`src/rtl/lds_pkg.sv`:
```
package lds_pkg;

    localparam int NUM_SHAPES = 4;
    localparam int MAX_WIDTH  = 1024;
    localparam int NUM_RAMPS  = 3;

    localparam logic [10:0] SCREEN_WIDTH_RST = 11'd320;

    // reciprocal shift of the rad divider, numerators stay below 2^DIV_SH
    localparam int DIV_SH = 19;

    // x / 100 as (x * RECIP100) >> RECIP100_SH, exact for |x| < 2^13
    localparam logic [13:0] RECIP100    = 14'd10486;
    localparam int          RECIP100_SH = 20;

    typedef logic signed [20:0] t_num;
    typedef logic signed [18:0] t_quo;

    localparam logic signed [5:0] BUMP_ROM [64] = '{
        6'sd12, -6'sd9, 6'sd18, 6'sd4, -6'sd16, 6'sd10, 6'sd21, -6'sd5,
        6'sd14, -6'sd18, 6'sd6, 6'sd16, -6'sd11, 6'sd2, 6'sd20, -6'sd7,
        -6'sd14, 6'sd10, 6'sd22, -6'sd6, 6'sd8, -6'sd18, 6'sd5, 6'sd16,
        -6'sd12, 6'sd20, 6'sd2, -6'sd8, 6'sd15, 6'sd6, -6'sd16, 6'sd12,
        6'sd20, 6'sd4, -6'sd13, 6'sd16, -6'sd2, 6'sd12, -6'sd20, 6'sd9,
        6'sd18, -6'sd7, -6'sd15, 6'sd11, 6'sd4, 6'sd22, -6'sd10, 6'sd0,
        -6'sd5, 6'sd17, 6'sd8, -6'sd19, 6'sd12, 6'sd3, -6'sd11, 6'sd23,
        6'sd7, -6'sd14, 6'sd18, -6'sd3, 6'sd10, 6'sd15, -6'sd9, 6'sd5
    };

    typedef struct packed {
        logic signed [11:0] cx;
        logic signed [12:0] dy;
        logic [7:0]         rad;
        logic [7:0]         rot;
        logic [1:0]         shape;
        logic [1:0]         kind;
        logic               hit;
        logic [16:0]        t;
        logic [8:0]         w;
        logic [7:0]         ang_l;
        logic [7:0]         ang_r;
        logic signed [7:0]  pro_l;
        logic signed [7:0]  pro_r;
        logic signed [16:0] prod_l;
        logic signed [16:0] prod_r;
        logic signed [13:0] xl;
        logic signed [13:0] xr;
        logic [9:0]         cl;
        logic [9:0]         cr;
        logic               rl_ok;
        logic               rr_ok;
        t_quo               dyq;
        logic signed [14:0] db;
    } t_ctx;

    typedef struct packed {
        logic [1:0]         ramp_sel;
        logic [2:0]         right_rim_index;
        logic [9:0]         right_rim_x;
        logic               right_rim_valid;
        logic [2:0]         left_rim_index;
        logic [9:0]         left_rim_x;
        logic               left_rim_valid;
        logic signed [14:0] brightness_step;
        logic signed [17:0] start_brightness;
        logic [9:0]         fill_end;
        logic [9:0]         fill_start;
        logic               row_hit;
    } t_res;

endpackage

```
`src/rtl/lds_isqrt.sv`:
```
module lds_isqrt (
    input  logic        i_clk,
    input  logic        i_en,
    input  logic [16:0] i_t,
    output logic [8:0]  o_w
);
    import lds_pkg::*;

    // three result bits per stage, {rem, root}
    function automatic logic [25:0] sq3(input logic [16:0] rem_in,
                                        input logic [8:0] root_in,
                                        input int top);
        logic [19:0] rem;
        logic [19:0] root;
        logic [19:0] test;
        rem  = {3'b0, rem_in};
        root = {11'b0, root_in};
        for (int k = 0; k < 3; k++) begin
            test = (root << (top - k + 1)) + (20'd1 << (2 * (top - k)));
            if (rem >= test) begin
                rem  = rem - test;
                root = root | (20'd1 << (top - k));
            end
        end
        return {rem[16:0], root[8:0]};
    endfunction

    logic [25:0] r_s0;
    logic [25:0] r_s1;
    logic [25:0] r_s2;

    always_ff @(posedge i_clk) begin
        if (i_en) begin
            r_s0 <= sq3(i_t, 9'd0, 8);
            r_s1 <= sq3(r_s0[25:9], r_s0[8:0], 5);
            r_s2 <= sq3(r_s1[25:9], r_s1[8:0], 2);
        end
    end

    assign o_w = r_s2[8:0];

endmodule

```
`config.mk`:
```
export PLATFORM = sky130hd
export DESIGN_NAME = lds_isqrt
export DESIGN_NICKNAME = d
export VERILOG_FILES = /design/src/rtl/lds_pkg.sv /design/src/rtl/lds_isqrt.sv
export SDC_FILE = /design/constraint.sdc
export NUM_CORES = 1
export LEC_CHECK = 0
export ABC_AREA = 1
export BUFFER_PORTS_ARGS = -buffer_cell sky130_fd_sc_hd__buf_2
export CAP_MARGIN = 10
export CORE_ASPECT_RATIO = 0.7
export CORE_MARGIN = 5
export CORE_UTILIZATION = 30
export CTS_CLUSTER_SIZE = 8
export DETAILED_ROUTE_END_ITERATION = 10
export PLACE_DENSITY = 0.51
export SYNTH_ARGS = -nofsm -noshare
export SYNTH_HDL_FRONTEND = slang
export SYNTH_SLANG_ARGS = --single-unit
```
`constraint.sdc`:
```
create_clock -name i_clk -period 10.3 [get_ports i_clk]
set_clock_uncertainty 0.2 [all_clocks]
set_input_delay 0.515 -clock i_clk [delete_from_list [all_inputs] [get_ports i_clk]]
set_output_delay 0.515 -clock i_clk [all_outputs]
set_load 0.01 [all_outputs]
```
==> reports/metrics.cfg <==
[route]
wirelength_um=13130
drtIter0Drc=432
firstDrtPassIters=5
drc_errors=0
via_count=4439
post_drt_wl_per_cell_um=13.74
antenna_left=0
post_drt_via_cell_ratio=4.648

[pwr]
p_leak_nw=2.680
vdd_drop_max_v=0.0001131
power_density_nw_per_um2=300.7

[die]
boundaryPins=28
die_area_um2=19840
start_util_pct=30.21
die_h_um=119.4
die_w_um=166.2
row_count=40
core_area_um2=16970

[worst_setup_path]
cp-start-kind=register
crit_slowest_cell=inv_1
max_stage_delay_ns=0.44
rrSetupSlack_ns=4.51
startpoint=r_s1[4]
worstPathMaxFanout=15
reg2reg_from=r_s1[4]
arrival_ns=5.63
r2r_end=r_s2[0]
cp-end-kind=register
critPathRequiredTime_ns=10.14
path_class=register to register
r2r_cells=28
crit_top_cell=nand2_1

[synthesis]
synth_nets=767
synth_edf_count=52
synth_seq_cells=52
yosys.area.top_type=edfxtp_1
synth.yosys.warnings=0
synth_ff_type=edfxtp_1
synth.top_cell.area_share_pct=30.46
synth_cell_type_count=40
synthArstFlopShare_pct=0
synthCells=695
seq_area_frac_synth_pct=30.46
synth_area_leaders=edfxtp_1, nand2_1, ha_1
synth.avg_cell_area_um2=7.376
netlist_area_um2=5126

[global_route]
first_global_vias=4286
grt.overflow.total=0
grt_pass1_wl_um=22090
grt_usage_pct=13.55
grt_max_degree=53
antenna_found_initial=0

[finish]
n_antenna_cell=0
final_common_cell=nand2_1
nets=795
syn_to_final_growth_pct=10.45
drive_above_1_share_pct=11.74
fin_util_pct=33.37
mostFrequentLayoutCells=nand2_1, inv_1, nor2_1

[clocking]
cts_tree=done
cts_buffers=5
clkTransAtPathRegs_ns=0.08
cts_root_buffer=clkbuf_16
htreeDepth=2
cts.sinks=52
clk_latency_ns=0.30
ctsHoldBuffers=0
cts_setup_buffers=0
clk_path_buf_depth=2
cts_resized=0

[min_path]
whs_path_depth=1
hp-class=input port to register
hold_end=r_s0[9]
hp-start=i_t[0]

[timing]
setup_viol=0
finalHoldViolCount=0
rsz0062_at_grt=no
fin_tns_setup_ns=0
slew_violations=0
slew_headroom_pct=52.06
period_share_pct=56.20
tightest_slew_ns=0.7191
max_freq_mhz=172.8
fin_crit_ns=5.788

[run_status]
status=finished clean

[placed_design]
routabilityCongestion=0.8852
io_buffers=27
dp_hpwl_um=10660

[run]
max-cap-violations=0

## Yosys cell counts (3+ instances only)
cell / number
nand2_2: 14
nor2_1: 58
xnor2_1: 10
nand3b_1: 5
ha_1: 53
nand3_4: 3
nor2_2: 6
inv_1: 101
a21oi_1: 23
edfxtp_1: 52
nor3_1: 8
or2_2: 3
nand4_1: 18
o21ai_1: 7
xor2_1: 17
nand2_1: 195
nor2_4: 5
nand3_1: 46
nand3_2: 8
clkbuf_1: 3
o21ai_0: 32
## how the worst max path moves through the flow
stage	to	slack, ns	cells after the start
2_1_floorplan	r_s2[0]	5.62	30
3_3_place_gp	r_s2[0]	4.60	28
3_5_place_dp	r_s2[0]	4.63	28
4_1_cts	r_s2[0]	4.61	28
5_1_grt	r_s2[0]	3.95	28
6_report	r_s2[0]	4.51	28
## cell families after synthesis
logic type	count (synthesis)	share of synthesized area [%]
compound gates	75	8.323
fa+ha+maj	53	12.94
simple gates	378	35.17
flops	52	30.46
buf+inv	110	8.494
xor+xnor	27	4.613
## layout make-up
type	count	area, µm²
Multi-Input combinational cell	533	3129
Tap cell	231	289.0
Sequential cell	52	1562
Timing Repair Buffer	28	142.6
Clock buffer	5	125.1
Fill cell	1824	11300
Clock inverter	3	27.53
Inverter	103	386.6
## worst max-delay path: cells and delay by family (launching register included)
kind	cells	cell delay, ns
AO/OA/AOI/OAI	4	0.63
adder cells (fa/ha/maj)	3	1.01
buffers and inverters	4	1.00
flip-flops	1	0.43
AND/OR/NAND/NOR	17	2.25
## per-layer routing
metal	vias to the layer above	track usage (%)	routed length, µm
li1	2352	-	-
met1	1979	21.97	7315
met2	104	18.65	4946
met3	4	2.820	810
met4	0	1.533	53
met5	-	0	0
## power breakdown
part / internal (mW) / total, mW / switching [mW]
logic: 0.425 / 1.20 / 0.776
registers: 0.297 / 0.325 / 0.0283
clock network: 0.0925 / 0.176 / 0.0836
total: 0.814 / 1.70 / 0.888
## sequential cells by signal, indices dropped and copies added (netlist names)
signal,count
r_s2,9
r_s0,20
r_s1,23
## metrics by stage
step | cell area, µm² | hold slack [ns] | worst slack [ns] | total power, mW | cells
after global routing | 5662 | 0.1928 | 3.946 | 1.906 | 955
final | 5662 | 0.2032 | 4.512 | 1.702 | 955
after CTS | 5662 | 0.1924 | 4.615 | 1.700 | 955
after detailed placement | 5509 | 0.2334 | 4.633 | 1.515 | 947
after floorplan | 5126 | 0.2179 | 5.615 | 1.268 | 695
after global placement | 5509 | 0.2280 | 4.604 | 1.530 | 947
No activity file was read; power rests on OpenSTA's default activity.
