==> src/rtl/lds_pkg.sv <==
package lds_pkg;

    localparam int NUM_SHAPES = 4;
    localparam int MAX_WIDTH  = 1024;
    localparam int NUM_RAMPS  = 3;

    localparam logic [10:0] SCREEN_WIDTH_RST = 11'd320;

    // reciprocal shift of the rad divider, numerators stay below 2^DIV_SH
    localparam int DIV_SH = 19;

    // x / 100 as (x * RECIP100) >> RECIP100_SH, exact for |x| < 2^13
    localparam logic [13:0] RECIP100    = 14'd10486;
    localparam int          RECIP100_SH = 20;

    typedef logic signed [20:0] t_num;
    typedef logic signed [18:0] t_quo;

    localparam logic signed [5:0] BUMP_ROM [64] = '{
        6'sd12, -6'sd9, 6'sd18, 6'sd4, -6'sd16, 6'sd10, 6'sd21, -6'sd5,
        6'sd14, -6'sd18, 6'sd6, 6'sd16, -6'sd11, 6'sd2, 6'sd20, -6'sd7,
        -6'sd14, 6'sd10, 6'sd22, -6'sd6, 6'sd8, -6'sd18, 6'sd5, 6'sd16,
        -6'sd12, 6'sd20, 6'sd2, -6'sd8, 6'sd15, 6'sd6, -6'sd16, 6'sd12,
        6'sd20, 6'sd4, -6'sd13, 6'sd16, -6'sd2, 6'sd12, -6'sd20, 6'sd9,
        6'sd18, -6'sd7, -6'sd15, 6'sd11, 6'sd4, 6'sd22, -6'sd10, 6'sd0,
        -6'sd5, 6'sd17, 6'sd8, -6'sd19, 6'sd12, 6'sd3, -6'sd11, 6'sd23,
        6'sd7, -6'sd14, 6'sd18, -6'sd3, 6'sd10, 6'sd15, -6'sd9, 6'sd5
    };

    typedef struct packed {
        logic signed [11:0] cx;
        logic signed [12:0] dy;
        logic [7:0]         rad;
        logic [7:0]         rot;
        logic [1:0]         shape;
        logic [1:0]         kind;
        logic               hit;
        logic [16:0]        t;
        logic [8:0]         w;
        logic [7:0]         ang_l;
        logic [7:0]         ang_r;
        logic signed [7:0]  pro_l;
        logic signed [7:0]  pro_r;
        logic signed [16:0] prod_l;
        logic signed [16:0] prod_r;
        logic signed [13:0] xl;
        logic signed [13:0] xr;
        logic [9:0]         cl;
        logic [9:0]         cr;
        logic               rl_ok;
        logic               rr_ok;
        t_quo               dyq;
        logic signed [14:0] db;
    } t_ctx;

    typedef struct packed {
        logic [1:0]         ramp_sel;
        logic [2:0]         right_rim_index;
        logic [9:0]         right_rim_x;
        logic               right_rim_valid;
        logic [2:0]         left_rim_index;
        logic [9:0]         left_rim_x;
        logic               left_rim_valid;
        logic signed [14:0] brightness_step;
        logic signed [17:0] start_brightness;
        logic [9:0]         fill_end;
        logic [9:0]         fill_start;
        logic               row_hit;
    } t_res;

endpackage

==> src/rtl/lds_prof.sv <==
module lds_prof (
    input  logic              i_clk,
    input  logic              i_en,
    input  logic [1:0]        i_shape,
    input  logic [7:0]        i_ang_l,
    input  logic [7:0]        i_ang_r,
    output logic signed [7:0] o_pro_l,
    output logic signed [7:0] o_pro_r
);
    import lds_pkg::*;

    function automatic logic signed [7:0] bump_at(input logic [1:0] shape,
                                                  input logic [7:0] ang);
        logic [3:0]         i1;
        logic signed [6:0]  v0;
        logic signed [6:0]  v1;
        logic signed [6:0]  dif;
        logic signed [11:0] prd;
        i1  = ang[7:4] + 4'd1;
        v0  = 7'(BUMP_ROM[{shape, ang[7:4]}]);
        v1  = 7'(BUMP_ROM[{shape, i1}]);
        dif = v1 - v0;
        prd = dif * $signed({1'b0, ang[3:0]});
        return 8'(v0) + 8'(prd >>> 4);
    endfunction

    function automatic logic signed [7:0] profile(input logic [1:0] shape,
                                                  input logic [7:0] ang);
        logic [1:0] nxt;
        logic [7:0] ang3;
        nxt  = (shape + 2'd1) & 2'(NUM_SHAPES - 1);
        ang3 = ang + {ang[6:0], 1'b0};
        return bump_at(shape, ang) + (bump_at(nxt, ang3) >>> 2);
    endfunction

    logic signed [7:0] r_pro_l;
    logic signed [7:0] r_pro_r;

    always_ff @(posedge i_clk) begin
        if (i_en) begin
            r_pro_l <= profile(i_shape, i_ang_l);
            r_pro_r <= profile(i_shape, i_ang_r);
        end
    end

    assign o_pro_l = r_pro_l;
    assign o_pro_r = r_pro_r;

endmodule

==> config.mk <==
export PLATFORM = sky130hd
export DESIGN_NAME = lds_prof
export DESIGN_NICKNAME = d
export VERILOG_FILES = /design/src/rtl/lds_pkg.sv /design/src/rtl/lds_prof.sv
export SDC_FILE = /design/constraint.sdc
export NUM_CORES = 1
export LEC_CHECK = 0
export ABC_AREA = 0
export ABC_CLOCK_PERIOD_IN_PS = 12800
export BUFFER_PORTS_ARGS = -buffer_cell sky130_fd_sc_hd__buf_2
export CORE_MARGIN = 2
export CORE_UTILIZATION = 60
export CTS_CLUSTER_SIZE = 10
export DETAILED_ROUTE_END_ITERATION = 7
export GPL_ROUTABILITY_DRIVEN = 0
export PLACE_DENSITY_LB_ADDON = 0.1
export SYNTH_ARGS = -nofsm -noshare
export SYNTH_HDL_FRONTEND = slang
export SYNTH_SLANG_ARGS = --single-unit
export TNS_END_PERCENT = 20
==> constraint.sdc <==
create_clock -name i_clk -period 12.8 [get_ports i_clk]
set_input_delay 2.56 -clock i_clk [delete_from_list [all_inputs] [get_ports i_clk]]
set_output_delay 2.56 -clock i_clk [all_outputs]
set_load 0.005 [all_outputs]
==> impl_results.md, run 1 <==
- Largest net degree at the start of global routing: 63
- DRC violation total after the first TritonRoute iteration: roughly 1500
- Site Rows: 54
- Slowest library cell on the worst path: sky130_fd_sc_hd__fa_1
- Antenna diodes: 0
- Via count of the first global-routing pass: between 10000 and 15000
- Startpoint of the most critical setup path: i_ang_l[0]
- HPWL after detailed placement: 28.7 mm
- Initial antenna violation count: 0
- Register area share after synthesis: 0.0365
- Family of cells with the greatest summed delay on the critical path: adder cells
- Hold Crit Class: input port to flip-flop
- Y dimension of the die: 152 µm
- Hold path startpoint: i_en
- CTS Root Cell: sky130_fd_sc_hd__clkbuf_16
- Core ar.: around 0.022 mm²
- Via/cell ratio: between 6 and 7
- Number of synthesis warnings: 0
- Fraction of synthesis flops using an asynchronous set or reset pin: 0
- Clock buffers created by TritonCTS: 3
- Endpoint, Worst Hold: o_pro_l[0]
- Overall die width: 152 µm
- IO Port Bufs: 35
- CP peak stage delay: about 0.54 ns
- Number of instances in the synthesized netlist: around 1800
- Post-synth EDFFs: 16
- Max Cap Viol: 0
- Upper clock frequency limit: just over 80 MHz
- # nets final: around 2100
- Most used cell along the critical path: sky130_fd_sc_hd__ha_1
- Effective utilization at floorplan: 0.606
- Layout cells sized above 1: 0.135
- Area growth syn-to-layout: 9.62%
- Number of H-tree levels: 1
- Combined buffer and inverter count along the critical path: 7
- Vias post-DR: approximately 13000
- Hold Vio Cnt, Final: 0
- Critical Path Fanout Max: 28
- Post-route ant nets: 0
- Kind of launch point of the worst setup path: input port
- Drc violations: 0
- GRT Residual Overflow: 0
- Number of synthesized register bits: 16
- Die Footprint: 0.0231 mm²
- Mean cell area of the mapped netlist: 7.20 µm²
- TritonCTS clock tree: done
- Result of the run: completed
- Largest buffer count on any clock path: 2
- TritonCTS sink count: 16
- Endpoint type of the worst setup path: flip-flop
- Type of the worst setup path: input port to flip-flop
- Arrival time at the worst endpoint: roughly 12 ns
- Final max-slew violation count: 0
- Final critical path time including I/O delays and setup: about 12 ns
- Hold Path Depth: 1
- Clock-pin transition on the worst setup and hold timing paths: about 0.050 ns
- Final WS setup: just over 0.4 ns
- Dominant register cell in the synthesized netlist: sky130_fd_sc_hd__edfxtp_1
- Routed length per instance: 17.3 µm
- Syn Std Cell Area: ~0.013 mm²
- Pre-CTS worst setup slack: -0.361 ns
- Synth Net Count: approximately 2100
- Final count of negative-setup-slack endpoints: 0
- All-layer global routing usage: 0.308
- Filler instances: around 1900
- Worst max-slew margin expressed relative to the limit: 0.261
- Number of top-level pins: 36
- Total Wirelength: between 30 and 40 mm
- Ratio of final minimum period to clock period: 0.968
- Pin slew with the least headroom to its limit: 1.10 ns
- Yosys cell types: about 100
- Pre-antenna DRT Iters: 6
- Worst path required time: ~13 ns
- First-pass GRT wire length: a little over 60 mm
-- area by class of cell --
cell class | count | area [µm²] | area share
multi-input combinational | 1481 | 11600 | 0.806
timing repair buffer | 153 | 1090 | 0.0758
inverter | 211 | 792 | 0.0549
sequential | 16 | 480 | 0.0333
tap | 280 | 350 | 0.0243
clock buffer | 3 | 75.1 | 0.00521
clock inverter | 1 | 3.75 | 0.000260
-- stage by stage --
step	setup TNS (ns)	hold slack [ns]	utilization	cells	cell area, µm²
after floorplan	0	2.67	-	1828	13200
after global placement	-0.0896	2.95	0.647	2131	14000
after detailed placement	-0.440	2.95	0.647	2131	14000
after CTS	0	2.75	0.651	2135	14100
after global routing	-0.118	2.76	0.665	2145	14400
final	0	2.74	0.665	2145	14400
-- synth_stat cells (5+ instances only) --
| master | number | area, µm² |
|---|---|---|
| sky130_fd_sc_hd__inv_1 | 204 | 766 |
| sky130_fd_sc_hd__nand2_1 | 174 | 653 |
| sky130_fd_sc_hd__ha_1 | 172 | 2150 |
| sky130_fd_sc_hd__a21oi_1 | 141 | 706 |
| sky130_fd_sc_hd__nor2_1 | 138 | 518 |
| sky130_fd_sc_hd__o21ai_0 | 117 | 586 |
| sky130_fd_sc_hd__clkbuf_1 | 82 | 308 |
| sky130_fd_sc_hd__fa_1 | 78 | 1560 |
| sky130_fd_sc_hd__xnor2_1 | 73 | 639 |
| sky130_fd_sc_hd__and2_1 | 63 | 394 |
| sky130_fd_sc_hd__nor3_1 | 46 | 230 |
| sky130_fd_sc_hd__a211oi_1 | 39 | 293 |
| sky130_fd_sc_hd__nor2b_1 | 31 | 194 |
| sky130_fd_sc_hd__o211ai_1 | 31 | 233 |
| sky130_fd_sc_hd__nand3_1 | 29 | 145 |
| sky130_fd_sc_hd__a21o_1 | 28 | 210 |
| sky130_fd_sc_hd__xor2_1 | 27 | 236 |
| sky130_fd_sc_hd__buf_1 | 25 | 93.8 |
| sky130_fd_sc_hd__a31oi_1 | 23 | 144 |
| sky130_fd_sc_hd__o21a_1 | 23 | 173 |
| sky130_fd_sc_hd__a311oi_1 | 17 | 149 |
| sky130_fd_sc_hd__edfxtp_1 | 16 | 480 |
| sky130_fd_sc_hd__nand2b_1 | 15 | 93.8 |
| sky130_fd_sc_hd__o21ai_1 | 11 | 55.1 |
| sky130_fd_sc_hd__o22ai_1 | 11 | 68.8 |
| sky130_fd_sc_hd__o31ai_1 | 10 | 75.1 |
| sky130_fd_sc_hd__or3_1 | 10 | 62.6 |
| sky130_fd_sc_hd__buf_2 | 9 | 45.0 |
| sky130_fd_sc_hd__mux2i_1 | 9 | 90.1 |
| sky130_fd_sc_hd__a221oi_1 | 8 | 70.1 |
| sky130_fd_sc_hd__mux4_2 | 8 | 180 |
| sky130_fd_sc_hd__a2111oi_0 | 7 | 61.3 |
| sky130_fd_sc_hd__a211o_1 | 7 | 61.3 |
| sky130_fd_sc_hd__a21boi_0 | 7 | 52.6 |
| sky130_fd_sc_hd__o221ai_1 | 7 | 61.3 |
| sky130_fd_sc_hd__o21bai_1 | 6 | 45.0 |
| sky130_fd_sc_hd__or2_2 | 6 | 37.5 |
| sky130_fd_sc_hd__a32oi_1 | 5 | 43.8 |
| sky130_fd_sc_hd__nand3b_1 | 5 | 37.5 |
| sky130_fd_sc_hd__o2111ai_1 | 5 | 43.8 |
-- registers in the layout (all words and copies together) (netlist names) --
name	cells
o_pro_r	8
o_pro_l	8
-- worst max path at each step --
stage            endpoint  slack (ns)  cells past startpoint
2_1_floorplan  o_pro_l[7]        0.05                     51
3_3_place_gp   o_pro_l[7]       -0.09                     48
3_5_place_dp   o_pro_l[7]       -0.36                     48
4_1_cts        o_pro_l[7]        0.07                     48
5_1_grt        o_pro_l[7]       -0.12                     50
6_report       o_pro_l[7]        0.42                     49
-- repair_timing --
| action | 4_1_cts | 5_1_grt |
|---|---|---|
| buffers inserted | 0 | 10 |
| hold endpoints to repair | 0 | 0 |
| pin swaps | 0 | 13 |
| hold buffers | 0 | 0 |
| resized for setup | 2 | 46 |
| setup endpoints to repair | 1 | 4 |
-- metal layers --
| layer | routed length (µm) | vias to the layer above | track usage |
|---|---|---|---|
| li1 | - | 6484 | - |
| met4 | 784 | 0 | 0.0668 |
| met2 | 16600 | 554 | 0.495 |
| met1 | 16900 | 6253 | 0.454 |
| met3 | 2860 | 74 | 0.0225 |
| met5 | 0 | - | 0 |
-- logic make-up after synthesis --
family,share of synthesized area
AO/OA/AOI/OAI,0.285
XOR/XNOR,0.0724
adder cells (fa/ha/maj),0.282
buffers and inverters,0.0973
flip-flops,0.0365
multiplexers,0.0240
AND/OR/NAND/NOR,0.203
-- cells in the final DEF, fill, tap and decap left out, drive strengths merged, types with 33 or more instances in the layout --
cell,synthesis,layout
nor3,50,50
and2,63,63
o21ai,129,129
inv,208,209
a211oi,42,42
nor2,139,139
nor2b,33,33
nand2,175,175
xnor2,77,77
buf,38,153
fa,78,78
a21oi,141,141
ha,172,172
Power of run 1 is not shown: default switching activity piles up to over one toggle a cycle in this logic, so the estimate is an artifact.
==> run 2: changes to the inputs <==
CORE_UTILIZATION = 50   (was 60)
==> run 2 against run 1 <==
Compared with the run above: die area grew 19%; global-route usage decreased by 5.1 points; maximum frequency up 0.77%; final area fell by 0.17%; worst setup slack improved by 0.094 ns; first-iteration DRC count shrank 13%.
==> impl_results.md, run 2 (same netlist as run 1, synthesis figures left out) <==
- Result of the run: completed
- Clock-pin transition on the worst setup and hold timing paths: 0.04 ns (about the same)
- Effective utilization at floorplan: 0.508 (-0.0988)
- Antenna diodes: 0 (unchanged)
- Overall die width: 166 µm (+9.3%)
- # nets final: 2134 (-0.094%)
- TritonCTS sink count: 16 (unchanged)
- Routed length per instance: 16.7 µm (-3.5%)
- Utilization after layout: 0.556 (-0.109)
- Area growth syn-to-layout: 9.44%
- Arrival time at the worst endpoint: 12.28 ns (-0.09 ns)
- Final critical path time including I/O delays and setup: 12.29 ns (-0.0942 ns)
- Design area: 0.0144 mm² (-0.17%)
- Critical Path Fanout Max: 17 (-39%)
- Core ar.: 0.0259 mm² (+19%)
- Pin slew with the least headroom to its limit: 1.13 ns (+0.0262 ns)
- Final max-slew violation count: 0 (unchanged)
- Kind of launch point of the worst setup path: input port
- Clock buffers created by TritonCTS: 3 (unchanged)
- Post-route ant nets: 0 (unchanged)
- Drc violations: 0 (unchanged)
- Total of hold buffers inserted after clock tree synthesis: 0 (unchanged)
- Worst path required time: 12.79 ns (about the same)
- Worst max-slew margin expressed relative to the limit: 0.243 (-0.0176)
- Leading cell types in the layout, fill and taps excluded: sky130_fd_sc_hd__inv_1 (201), sky130_fd_sc_hd__nand2_1 (173), sky130_fd_sc_hd__ha_1 (167), sky130_fd_sc_hd__a21oi_1 (134), sky130_fd_sc_hd__nor2_1 (133)
- Upper clock frequency limit: 81.4 MHz (+0.77%)
- Site Rows: 59 (+9.3%)
- Hold Crit Class: input port to flip-flop
- Slowest library cell on the worst path: sky130_fd_sc_hd__fa_1
- Vias post-DR: 13200 (-1.3%)
- Largest net degree at the start of global routing: 83 (+32%)
- Via/cell ratio: 6.00 (-3.7%)
- Most used cell along the critical path: sky130_fd_sc_hd__xnor2_1
- Commonest non-fill, non-tap cell in the layout: sky130_fd_sc_hd__inv_1
- Hold Vio Cnt, Final: 0 (unchanged)
- HPWL after detailed placement: 28.6 mm (-0.33%)
- Type of the worst setup path: input port to flip-flop
- Number of H-tree levels: 1 (unchanged)
- Max Cap Viol: 0 (unchanged)
- Die Footprint: 0.0276 mm² (+19%)
- Post-placement cell area: 0.0141 mm² (+0.31%)
- Layout cells sized above 1: 0.134 (-0.000320)
- Total Wirelength: 36.7 mm (-1.1%)
- Y dimension of the die: 166 µm (+9.3%)
- Number of top-level pins: 36 (unchanged)
- All-layer global routing usage: 0.257 (-0.0511)
- CP peak stage delay: 0.54 ns (about the same)
- RSZ-0062 raised after global routing: true
- Endpoint type of the worst setup path: flip-flop
- Largest buffer count on any clock path: 2 (unchanged)
- Via count of the first global-routing pass: 12400 (-0.62%)
- Pre-antenna DRT Iters: 6 (unchanged)
- Initial antenna violation count: 0 (unchanged)
- First-pass GRT wire length: 60.8 mm (-0.72%)
- Total negative slack: 0 ns (unchanged)
- GRT Residual Overflow: 0 (unchanged)
- DRC violation total after the first TritonRoute iteration: 1260 (-13%)
- Ratio of final minimum period to clock period: 0.960 (-0.00736)
- IO Port Bufs: 35 (unchanged)
- Final count of negative-setup-slack endpoints: 0 (unchanged)
- TritonCTS clock tree: done
- CTS Root Cell: sky130_fd_sc_hd__clkbuf_16
-- run 2: cell count changes in the layout (fill, tap and decap cells not counted), moves of 3 or more --
cell / delta
sky130_fd_sc_hd__ha_2: +3
sky130_fd_sc_hd__inv_1: -3
sky130_fd_sc_hd__nor2_1: -3
sky130_fd_sc_hd__nor2_2: +4
sky130_fd_sc_hd__xnor2_1: +3
sky130_fd_sc_hd__xnor2_2: -3
-- run 2: final timing paths --
kind              startpoint    endpoint  slack (ns)  cells after the start
setup / recovery  i_ang_l[1]  o_pro_l[7]        0.51                     48
hold / removal          i_en  o_pro_l[6]        2.75                      1
-- run 2: area by class of cell --
class | count | area [µm²]
inverters | 211 | 796
well taps | 335 | 419
fillers | 2516 | 11500
multi-input cells | 1481 | 11600
clock buffers | 3 | 75.1
flip-flops and latches | 16 | 480
repair buffers | 151 | 1060
-- run 2: what timing repair did --
item                                    4_1_cts  5_1_grt
setup buffers                                 0        8
gates resized for setup                       0       46
endpoints found under the setup margin        0        2
-- run 2: metrics by stage --
step                hold WS [ns]  cells  setup WS, ns
floorplan                   2.67   1828        0.0535
global placement            2.95   2186        0.0155
detailed placement          2.95   2186        -0.162
CTS                         2.75   2189        0.0850
global route                2.76   2197        -0.111
finish                      2.75   2197         0.510
-- run 2: worst max-delay path: cells and delay by family --
kind                       cells  cell delay (ns)
adders and majority gates     11             3.83
AOI/OAI and AO/OA             16             2.81
xor gates and xnor gates       9             1.36
and+or+nand+nor                5             1.01
buffers and inverters          7             0.70
-- run 2: per-layer routing --
metal | track usage | vias to the layer above | routed length, µm
met5 | 0 | - | 0
met4 | 0.0548 | 0 | 653
met3 | 0.0214 | 53 | 2430
met2 | 0.410 | 474 | 16100
met1 | 0.378 | 6185 | 17500
li1 | - | 6475 | -
Power of run 2 is left out for the same reason.
